[config.mk]
export PLATFORM = sky130hd
export DESIGN_NAME = indexed_list_engine_core
export DESIGN_NICKNAME = d
export VERILOG_FILES = /design/src/rtl/ile_pkg.sv /design/src/rtl/ile_out_reg.sv /design/src/rtl/indexed_list_engine_core.sv
export VERILOG_INCLUDE_DIRS = /design/src /design/src/rtl
export SDC_FILE = /design/constraint.sdc
export NUM_CORES = 1
export LEC_CHECK = 0
export BUFFER_PORTS_ARGS = -buffer_cell sky130_fd_sc_hd__buf_4
export CORE_UTILIZATION = 29
export DETAILED_ROUTE_END_ITERATION = 7
export PLACE_DENSITY = 0.47
export SLEW_MARGIN = 20
export SYNTH_ARGS = -nofsm -noshare
export SYNTH_HDL_FRONTEND = slang
export SYNTH_HIERARCHICAL = 1
export SYNTH_SLANG_ARGS = --single-unit
[constraint.sdc]
create_clock -name aclk -period 16.5 [get_ports aclk]
set_clock_uncertainty 0.05 [all_clocks]
set_input_delay 0.825 -clock aclk [delete_from_list [all_inputs] [get_ports aclk]]
set_output_delay 0.825 -clock aclk [all_outputs]
set_load 0.01 [all_outputs]
[src/rtl/indexed_list_engine_core_defines.svh]
// ----------------------------------------------------------------------------
// Indexed list engine assertion macros
// Concurrent assertion helpers; empty when SYNTHESIS is defined.
// ----------------------------------------------------------------------------
`ifndef INDEXED_LIST_ENGINE_CORE_DEFINES_SVH
`define INDEXED_LIST_ENGINE_CORE_DEFINES_SVH

`ifndef SYNTHESIS
`define ILE_ASSERT_SAME(label, clk, rstn, ante, cons) \
    label: assert property (@(posedge clk) disable iff (!rstn) (ante) |-> (cons)) \
        else $error("ile assertion failed");
`define ILE_ASSERT_NEXT(label, clk, rstn, ante, cons) \
    label: assert property (@(posedge clk) disable iff (!rstn) (ante) |=> (cons)) \
        else $error("ile assertion failed");
`else
`define ILE_ASSERT_SAME(label, clk, rstn, ante, cons)
`define ILE_ASSERT_NEXT(label, clk, rstn, ante, cons)
`endif

`endif

[src/rtl/ile_pkg.sv]
// ----------------------------------------------------------------------------
// Indexed list engine package
// Command codes, status codes and the result word type.
// ----------------------------------------------------------------------------
package ile_pkg;

    typedef enum logic [2:0] {
        CMD_APPEND    = 3'd0,
        CMD_INSERT    = 3'd1,
        CMD_REMOVE    = 3'd2,
        CMD_OVERWRITE = 3'd3,
        CMD_READ      = 3'd4,
        CMD_FIND      = 3'd5
    } ile_cmd_t;

    localparam logic [2:0] ST_OK       = 3'd0;
    localparam logic [2:0] ST_FULL     = 3'd1;
    localparam logic [2:0] ST_BEYOND   = 3'd2;
    localparam logic [2:0] ST_EMPTY    = 3'd3;
    localparam logic [2:0] ST_NOTFOUND = 3'd4;

    typedef struct packed {
        logic [31:0] result_value;
        logic [3:0]  result_position;
        logic [2:0]  status;
        logic [4:0]  entry_total;
    } ile_result_t;

endpackage

[src/rtl/ile_out_reg.sv]
// ----------------------------------------------------------------------------
// Indexed list engine output register
// Holds one result word until the master side takes it.
// ----------------------------------------------------------------------------
module ile_out_reg
    import ile_pkg::*;
(
    input  logic        aclk,
    input  logic        aresetn,
    input  logic        push,
    input  ile_result_t res,
    output logic        push_ready,
    output logic        m_tvalid,
    input  logic        m_tready,
    output logic [47:0] m_tdata,   // result_value, result_position, entry_total, zero pad
    output logic [7:0]  m_tuser    // status, zero pad
);

    logic        valid_reg;
    ile_result_t data_reg;

    assign push_ready = !valid_reg || m_tready;

    always_ff @(posedge aclk) begin
        if (!aresetn) begin
            valid_reg <= 1'b0;
        end else if (push && push_ready) begin
            valid_reg <= 1'b1;
        end else if (m_tready) begin
            valid_reg <= 1'b0;
        end
    end

    always_ff @(posedge aclk) begin
        if (push && push_ready) begin
            data_reg <= res;
        end
    end

    assign m_tvalid = valid_reg;
    assign m_tdata  = {7'd0, data_reg.entry_total, data_reg.result_position,
                       data_reg.result_value};
    assign m_tuser  = {5'd0, data_reg.status};

endmodule

[src/rtl/indexed_list_engine_core.sv]
// ----------------------------------------------------------------------------
// Indexed list engine core
// Ordered list of signed 32-bit values in one RAM, walked by a sequencer.
// Each command passes S_DECODE, then S_WALK (insert, remove, find) or S_RDWAIT
//   (read) where needed, then S_DONE; append, overwrite, refusals and unused
//   codes go straight to S_DONE. A new command is taken only in S_IDLE, after
//   the last result is pushed into the output register; walks read one entry a cycle.
// Reset: synchronous active-low aresetn empties the list and drops the output.
// ----------------------------------------------------------------------------
`include "indexed_list_engine_core_defines.svh"

module indexed_list_engine_core
    import ile_pkg::*;
#(
    parameter int LIST_DEPTH = 16
) (
    input  logic        aclk,
    input  logic        aresetn,
    input  logic        s_tvalid,
    output logic        s_tready,
    input  logic [39:0] s_tdata,   // item_value, position, zero pad
    input  logic [7:0]  s_tuser,   // cmd, zero pad
    output logic        m_tvalid,
    input  logic        m_tready,
    output logic [47:0] m_tdata,   // result_value, result_position, entry_total, zero pad
    output logic [7:0]  m_tuser    // status, zero pad
);

    localparam int AW = $clog2(LIST_DEPTH);
    localparam int CW = $clog2(LIST_DEPTH + 1);
    localparam int XW = (CW > 4) ? CW : 4;
    localparam int YW = (CW > 5) ? CW : 5;

    typedef enum logic [4:0] {
        S_IDLE   = 5'b00001,
        S_DECODE = 5'b00010,
        S_WALK   = 5'b00100,
        S_RDWAIT = 5'b01000,
        S_DONE   = 5'b10000
    } state_t;

    state_t      state_reg, state_next;
    logic [2:0]  cmd_reg;
    logic [31:0] val_reg;
    logic [3:0]  pos_reg;
    logic [CW-1:0] count_reg, count_next;
    logic [CW-1:0] rem_reg, rem_next;
    logic [AW-1:0] idx_reg, idx_next;
    logic [AW-1:0] wa_reg, wa_next;
    logic        pend_reg, pend_next;
    ile_result_t res_reg, res_next;

    logic [31:0] values_mem [LIST_DEPTH];
    logic [31:0] rd_data_reg;
    logic        wr_en, rd_en;
    logic [AW-1:0] wr_addr, rd_addr;
    logic [31:0] wr_data;

    logic          accept, push, push_ready;
    ile_result_t   push_res;
    logic          empty, full, beyond;
    logic [XW-1:0] pos_x, cnt_x, cnt_m1_x, wa_x;
    logic [YW-1:0] cnt_y;
    logic [CW-1:0] cnt_m1, pos_cw;
    logic [AW-1:0] pos_a, cnt_a, cnt_m1_a;

    assign s_tready = (state_reg == S_IDLE);
    assign accept   = s_tvalid && s_tready;

    assign empty    = (count_reg == '0);
    assign full     = (count_reg == CW'(LIST_DEPTH));
    assign pos_x    = XW'(pos_reg);
    assign cnt_x    = XW'(count_reg);
    assign beyond   = (pos_x >= cnt_x);
    assign cnt_m1   = count_reg - CW'(1);
    assign cnt_m1_x = XW'(cnt_m1);
    assign cnt_m1_a = AW'(cnt_m1);
    assign pos_cw   = CW'(pos_reg);
    assign pos_a    = AW'(pos_reg);
    assign cnt_a    = AW'(count_reg);
    assign wa_x     = XW'(wa_reg);
    assign cnt_y    = YW'(count_reg);

    always_ff @(posedge aclk) begin
        if (wr_en) begin
            values_mem[wr_addr] <= wr_data;
        end
        if (rd_en) begin
            rd_data_reg <= values_mem[rd_addr];
        end
    end

    always_comb begin
        state_next = state_reg;
        count_next = count_reg;
        rem_next   = rem_reg;
        idx_next   = idx_reg;
        wa_next    = wa_reg;
        pend_next  = pend_reg;
        res_next   = res_reg;
        wr_en      = 1'b0;
        wr_addr    = wa_reg;
        wr_data    = rd_data_reg;
        rd_en      = 1'b0;
        rd_addr    = idx_reg;
        push       = 1'b0;

        case (state_reg)
            S_IDLE: begin
                if (accept) begin
                    state_next = S_DECODE;
                end
            end
            S_DECODE: begin
                res_next   = '0;
                pend_next  = 1'b0;
                state_next = S_DONE;
                case (cmd_reg)
                    CMD_APPEND, CMD_INSERT: begin
                        if (full) begin
                            res_next.status = ST_FULL;
                        end else if (cmd_reg == CMD_APPEND || empty) begin
                            wr_en      = 1'b1;
                            wr_addr    = cnt_a;
                            wr_data    = val_reg;
                            count_next = count_reg + CW'(1);
                            res_next.result_position = cnt_x[3:0];
                        end else if (beyond) begin
                            res_next.status = ST_BEYOND;
                        end else begin
                            idx_next   = cnt_m1_a;
                            rem_next   = count_reg - pos_cw;
                            state_next = S_WALK;
                        end
                    end
                    CMD_REMOVE: begin
                        if (empty) begin
                            res_next.status = ST_EMPTY;
                        end else if (beyond) begin
                            res_next.status = ST_BEYOND;
                        end else begin
                            idx_next   = pos_a + AW'(1);
                            rem_next   = cnt_m1 - pos_cw;
                            state_next = S_WALK;
                        end
                    end
                    CMD_OVERWRITE: begin
                        if (empty) begin
                            res_next.status = ST_EMPTY;
                        end else if (beyond) begin
                            res_next.status = ST_BEYOND;
                        end else begin
                            wr_en   = 1'b1;
                            wr_addr = pos_a;
                            wr_data = val_reg;
                        end
                    end
                    CMD_READ: begin
                        if (empty) begin
                            res_next.status = ST_EMPTY;
                        end else begin
                            rd_en           = 1'b1;
                            rd_addr         = beyond ? cnt_m1_a : pos_a;
                            res_next.status = beyond ? ST_BEYOND : ST_OK;
                            state_next      = S_RDWAIT;
                        end
                    end
                    CMD_FIND: begin
                        if (empty) begin
                            res_next.status = ST_EMPTY;
                        end else begin
                            idx_next   = '0;
                            rem_next   = count_reg;
                            state_next = S_WALK;
                        end
                    end
                    default: begin
                        res_next.status = ST_OK;
                    end
                endcase
            end
            S_WALK: begin
                case (cmd_reg)
                    CMD_INSERT: begin
                        wr_en = pend_reg;
                        if (rem_reg != '0) begin
                            rd_en     = 1'b1;
                            pend_next = 1'b1;
                            wa_next   = idx_reg + AW'(1);
                            idx_next  = idx_reg - AW'(1);
                            rem_next  = rem_reg - CW'(1);
                        end else if (pend_reg) begin
                            pend_next = 1'b0;
                        end else begin
                            wr_en      = 1'b1;
                            wr_addr    = pos_a;
                            wr_data    = val_reg;
                            count_next = count_reg + CW'(1);
                            res_next.result_position = pos_reg;
                            state_next = S_DONE;
                        end
                    end
                    CMD_REMOVE: begin
                        wr_en = pend_reg;
                        if (rem_reg != '0) begin
                            rd_en     = 1'b1;
                            pend_next = 1'b1;
                            wa_next   = idx_reg - AW'(1);
                            idx_next  = idx_reg + AW'(1);
                            rem_next  = rem_reg - CW'(1);
                        end else if (pend_reg) begin
                            pend_next = 1'b0;
                        end else begin
                            count_next = cnt_m1;
                            state_next = S_DONE;
                        end
                    end
                    default: begin
                        if (pend_reg && rd_data_reg == val_reg) begin
                            res_next.result_position = wa_x[3:0];
                            state_next = S_DONE;
                        end else if (rem_reg != '0) begin
                            rd_en     = 1'b1;
                            pend_next = 1'b1;
                            wa_next   = idx_reg;
                            idx_next  = idx_reg + AW'(1);
                            rem_next  = rem_reg - CW'(1);
                        end else if (pend_reg) begin
                            pend_next = 1'b0;
                        end else begin
                            res_next.result_position = cnt_m1_x[3:0];
                            res_next.status          = ST_NOTFOUND;
                            state_next = S_DONE;
                        end
                    end
                endcase
            end
            S_RDWAIT: begin
                res_next.result_value = rd_data_reg;
                state_next = S_DONE;
            end
            S_DONE: begin
                if (push_ready) begin
                    push       = 1'b1;
                    state_next = S_IDLE;
                end
            end
            default: begin
                state_next = S_IDLE;
            end
        endcase
    end

    always_ff @(posedge aclk) begin
        if (!aresetn) begin
            state_reg <= S_IDLE;
            count_reg <= '0;
            pend_reg  <= 1'b0;
        end else begin
            state_reg <= state_next;
            count_reg <= count_next;
            pend_reg  <= pend_next;
        end
    end

    always_ff @(posedge aclk) begin
        if (accept) begin
            cmd_reg <= s_tuser[2:0];
            val_reg <= s_tdata[31:0];
            pos_reg <= s_tdata[35:32];
        end
        rem_reg <= rem_next;
        idx_reg <= idx_next;
        wa_reg  <= wa_next;
        res_reg <= res_next;
    end

    always_comb begin
        push_res             = res_reg;
        push_res.entry_total = cnt_y[4:0];
    end

    ile_out_reg u_out (
        .aclk       (aclk),
        .aresetn    (aresetn),
        .push       (push),
        .res        (push_res),
        .push_ready (push_ready),
        .m_tvalid   (m_tvalid),
        .m_tready   (m_tready),
        .m_tdata    (m_tdata),
        .m_tuser    (m_tuser)
    );

    `ILE_ASSERT_SAME(a_count_bound, aclk, aresetn, 1'b1, count_reg <= CW'(LIST_DEPTH))
    `ILE_ASSERT_NEXT(a_busy_after_accept, aclk, aresetn, accept, !s_tready)
    `ILE_ASSERT_NEXT(a_result_held, aclk, aresetn, state_reg == S_DONE && !push_ready, state_reg == S_DONE)

endmodule

Word level (Yosys, flattened, before mapping)
Memory sizes are Yosys's and may differ from the RTL's. A register that Yosys moved wholly into a read port is not among the register bits.
Cells that the tools add are included.
Storage, ports and cells
  register bits: 147
  memory bits (writable): 512
  input port bits: 52
  output and inout bits: 58
  memories kept: 1
Cells by class
  add/sub/neg operators: 8
  order comparisons: 1
  eq/ne operators: 42
  mux-type cells: 114
  reductions and logical operators: 24
Memory list
  values_mem: words 16, bits a word 32, read ports 1, clocked after Yosys merged registers in 1, write ports 1, RTL line indexed_list_engine_core.sv:53  | logic [31:0] values_mem [LIST_DEPTH];
Operator list (count)
  $mux W32: 7
  $pmux W32 S2: 3
  $mux W5: 28
  $mux W4: 29
  $pmux W4 S2: 6
  $ne A3 B3 Y1 const B: 14
  $eq A32 B32 Y1: 1
  $pmux W5 S2: 3
  $pmux W5 S5: 1
  $pmux W5 S4: 1
  $mux W1: 18
  $ne A2 B2 Y1 const B: 9
  $reduce_and A9 Y1: 2
  $pmux W5 S3: 1
  $mux W7: 2
  $pmux W7 S2: 1
  $pmux W4 S3: 1
  $eq A5 B5 Y1 const B: 2
  $mux W2: 5
  $pmux W1 S2: 5
  $reduce_and A10 Y1: 1
  $reduce_and A5 Y1: 2
  $sub A5 B1 Y5 const B: 2
  $sub A5 B4 Y5: 2
  28 further kinds: 43

Logic depth before layout (Yosys ltp)
  depth after elaboration: 8
  depth in mapped cells: 15

Modules after synthesis
Netlist, hierarchy kept.
By module, submodules not included
  indexed_list_engine_core: times used 1, cells an instance 1953, area each 27935.5 um2, seq. area each 19288.5 um2
  ile_out_reg: times used 1, cells an instance 62, area each 1472.7 um2, seq. area each 1341.3 um2

Worst setup path before layout
Ideal clock, no wire load.
  path kind: register to register
  start point: register count_reg[0] (netlist: cnt_x[0])
  end point: memory values_mem[3][0], enable pin
  setup time: 0.468 ns
  arrival: 5.004 ns
  required time: 15.982 ns
  path slack: 10.978 ns
  stages on the path, launching flop included: 11
  period minus slack after synthesis: 5.522 ns
  cell sequence: dfxtp_1 clkbuf_1 inv_1 ha_1 nand4b_1 mux2_2 a41oi_1 o31ai_4 o211ai_1 nand2_1 nor3b_1
Between the ends
  cells in the longest elaborated chain, start to end: 8
RTL lines
  start, declared: RTL line indexed_list_engine_core.sv:46  | logic [CW-1:0] count_reg, count_next;
  start signal, assigned: RTL line indexed_list_engine_core.sv:261  | count_reg <= count_next;
  parallel branches: the longest is 8 deep, another holds $ge A4 B5 Y1
  end, declared: RTL line indexed_list_engine_core.sv:53
Parallel ways; which one is timed is not known.

Final worst setup path
  start point: register count_reg[2] (netlist: cnt_x[2])
  end point: register rd_data_reg[18] (read register of values_mem) (data pin)
Between the ends
  cells in the longest elaborated chain, start to end: 5
RTL lines
  $sub A5 B1 Y5 or $ge A4 B5 Y1 (tied branches): RTL line indexed_list_engine_core.sv:75, indexed_list_engine_core.sv:74
  $mux W4: RTL line indexed_list_engine_core.sv:163  | rd_addr = beyond ? cnt_m1_a : pos_a;
  $mux W4: RTL line indexed_list_engine_core.sv:159  | if (empty) begin
  $mux W4: RTL line indexed_list_engine_core.sv:118  | case (cmd_reg)
  $mux W4: RTL line indexed_list_engine_core.sv:108  | case (state_reg)
  end, declared: RTL line indexed_list_engine_core.sv:54  | logic [31:0] rd_data_reg;
Parallel ways exist; a longest one is shown, timed or not.
A chain may end at the register's enable or synchronous reset.

==> impl_metrics.csv <==
group,metric,value,unit
clock_network,h-tree-depth,3,
worst_setup_path,cpPeakStageDelay,860,ps
layout,nNetsFinal,2140,
clock_network,numCtsBuffers,78,
yosys,syn-instance-count,2015,
drt,avgViaCountPerCell,5.175,
layout,largest_register_ffs,512,
yosys,yosysMostFrequentCell,"edfxtp_1",
placed_design,dp_slack,11230,ps
clock_network,insertion_delay,650,ps
yosys,yosys-top-cells-area,"edfxtp_1 (69%), nand4_1 (3.0%), o211ai_1 (2.6%)",
sta,setup_viol,0,
drt,num_vias,18080,
global_route,grt_use_total,15.83,%
layout,drive_above_1_share,14.96,%
sta,worst_pin_slew,1061,ps
yosys,ys_seq_area_share,70.15,%
global_route,grt_pass1_wl,120500,um
clock_network,hold_buffers,0,
yosys,synth_enable_flop_cells,679,
worst_setup_path,crit_chain,"ha_1, a21oi_1, nand3_1, nand4_1, and3_4, buf_4, buf_4, o211ai_1, a32oi_1, nand3_1",
yosys,synth_top_area_share,69.33,%
sta,fmax,0.1875,GHz
yosys,ys.flop_type,"edfxtp_1",
clock_network,cts_buffer_depth,3,
sta,slew-limit-headroom,29.24,%
sta,finalCritPeriodShare,32.32,%
pwr,ir_worst_vdd,0.06567,mV
clock_network,cts-root-buf,"clkbuf_16",
drt,routed_wl,82320,um
floorplanning,dieArea,102700,sq um
sta,rsz0062_at_grt,"no",
floorplanning,die_w,320.4,um
global_route,grt_overflow,0,
worst_setup_path,cp_slowest_cell,"buf_4",
yosys,synth_common_cells,"edfxtp_1 (679), nand4_1 (142), inv_1 (118), o211ai_1 (102), nand2_1 (95)",
global_route,grt_pass1_vias,17820,
floorplanning,pin_count,110,
worst_setup_path,crit_arrival,5660,ps
hold_path,hold_class,"in2reg",
sta,drv_slew,0,
drt,first_pass_iters,6,
floorplanning,core,100300,sq um
clock_network,cts.sinks,691,
sta,finalCriticalPeriod,5333,ps
placed_design,gp_congestion,0.8471,
worst_setup_path,cp_max_fo,77,
pwr,seq_power_share,52.1,%
yosys,syn-cell-area,29410,sq um
yosys,synth_area_per_cell,14.59,sq um
drt,postRouteAntennaNets,0,
layout,final_util,33.87,%
layout,area_growth,15.49,%
yosys,synth-warning-count,6,
yosys,post-synth-top-area-cell,"edfxtp_1",
placed_design,io_buffers,88,
global_route,antenna_found_initial,3,
worst_setup_path,required,16830,ps
pwr,switching_power,773.3,uW
clock_network,post_cts_resized,0,
status,status,"finished, final reports clean",
layout,regMostFlops,"values_mem",
floorplanning,rows,116,
pwr,p_leak,0.01131,uW
worst_setup_path,cp-start-kind,"register",
yosys,ys_seq_elements,691,
pwr,power,3724,uW
sta,final-hold-violation-count,0,
worst_setup_path,critPathKind,"reg2reg",
clock_network,cts_tree,"done",
flow_run,drv_cap,0,
pwr,power.share.clock,45.7,%
drt,drc,0,
placed_design,dp_hpwl,45200,um
pwr,power.density,109.7,nW/um^2
sta,fin_tns_setup,0,ps
drt,drt-initial-drc-count,1680,
placed_design,dp_cells,3348,
pwr,switching_share,20.76,%
floorplanning,dieHeight,320.4,um
yosys,synth_cell_types,85,
layout,fillers,9652,
floorplanning,start_util,29.32,%
global_route,grt_max_degree,79,
layout,fin_cells,3493,
pwr,combPwrFrac,2.3,%
clock_network,post_cts_buffers,0,
clock_network,clk_pin_slew,60,ps
worst_setup_path,end_kind,"register",
drt,avgRoutedWirePerCell,23.57,um
sta,worst_slack,11170,ps
pwr,p_int,2951,uW
yosys,async_reset_ff_share,0,%
-- power by group through the flow --
stage                     Sequential [uW]  Combinational [uW]  Clock, uW
after floorplan                      1960                56.1          0
after global placement               1970                83.2          0
after detailed placement             1970                84.6          0
after CTS                            1940                85.0       1750
after global routing                 1940                92.6       1820
final                                1940                84.2       1700
-- path summary, 6_finish.rpt --
kind	endpoint	startpoint	slack, ps	depth (start not counted)
max	rd_data_reg[18]$_DFFE_PP_	cnt_x[2]$_SDFFE_PN0P_	11170	10
min	val_reg[27]$_DFFE_PP_	s_tdata[27]	300	1
max reg2reg	rd_data_reg[18]$_DFFE_PP_	cnt_x[2]$_SDFFE_PN0P_	11170	10
min reg2reg	u_out/m_tdata[21]$_DFFE_PP_	push_res[33]$_SDFFCE_PN0P_	360	0
-- stage by stage --
| stage | area, sq um | hold WS [ps] |
|---|---|---|
| floorplan | 29450 | 350.3 |
| global placement | 31460 | 351.2 |
| detailed placement | 31460 | 354.5 |
| CTS | 33960 | 263.9 |
| global route | 33960 | 267.5 |
| finish | 33960 | 301.5 |
-- critical path, delay by kind of cell, from the launching register on --
| kind | cells | cell delay [ps] |
|---|---|---|
| buf+inv | 2 | 1510 |
| fa+ha+maj | 1 | 390 |
| simple gates | 4 | 1510 |
| compound gates | 3 | 780 |
| flops | 1 | 700 |
-- layer usage --
layer | vias up | share of wire (%) | global-route usage (%)
met2 | 641 | 47 | 25.33
met4 | 0 | 1.6 | 3.838
met3 | 106 | 6.3 | 2.961
met1 | 9258 | 46 | 22.09
met5 | - | 0 | 0
li1 | 8072 | - | -
-- layout make-up --
cell class	instances	area, sq um	area share, %
inverters	118	442.9	1.304
clock inverters	46	447.9	1.319
clock buffers	96	2051	6.038
flip-flops and latches	691	20630	60.74
repair buffers	132	991.0	2.918
well taps	1357	1698	4.999
diodes	3	7.507	0.02210
multi-input cells	1050	7696	22.66
-- cell families (layout without fill, tap and decap cells) --
group	count (synthesis)	after routing	synth area share [%]
xor gates and xnor gates	52	52	1.549
adders and majority gates	17	17	0.7743
muxes	106	106	3.748
buffers and inverters	285	392	4.365
DFF	691	691	70.15
AOI/OAI and AO/OA	423	423	11.08
other	1	15	0.01275
and+or+nand+nor	440	440	8.322
-- cell usage in the layout, fill, tap and decap left out, types with 8 or more instances in the layout --
cell       Yosys  final
mux2_2        33     33
conb_1         1     12
mux2i_1       73     73
nand2_1       95     93
ha_1          15     15
xor2_1         8      8
clkinv_2       0     12
o211ai_1     102    102
a21oi_1       88     88
o21ai_0       14     14
and2_1        42     41
a311oi_1      32     32
o31ai_1       34     34
clkbuf_16      0     79
nand3_1       43     42
a32oi_1       34     34
a221o_1       64     64
buf_4         25    132
edfxtp_1     679    679
dfxtp_1       12     12
clkbuf_1      90     16
nand4_1      142    142
nor3_1        14     12
nor2b_1        8      8
xnor2_1       44     44
clkinv_1       0     19
nor2_1        36     30
inv_1        118    118
(Power assumes the default switching activity.)
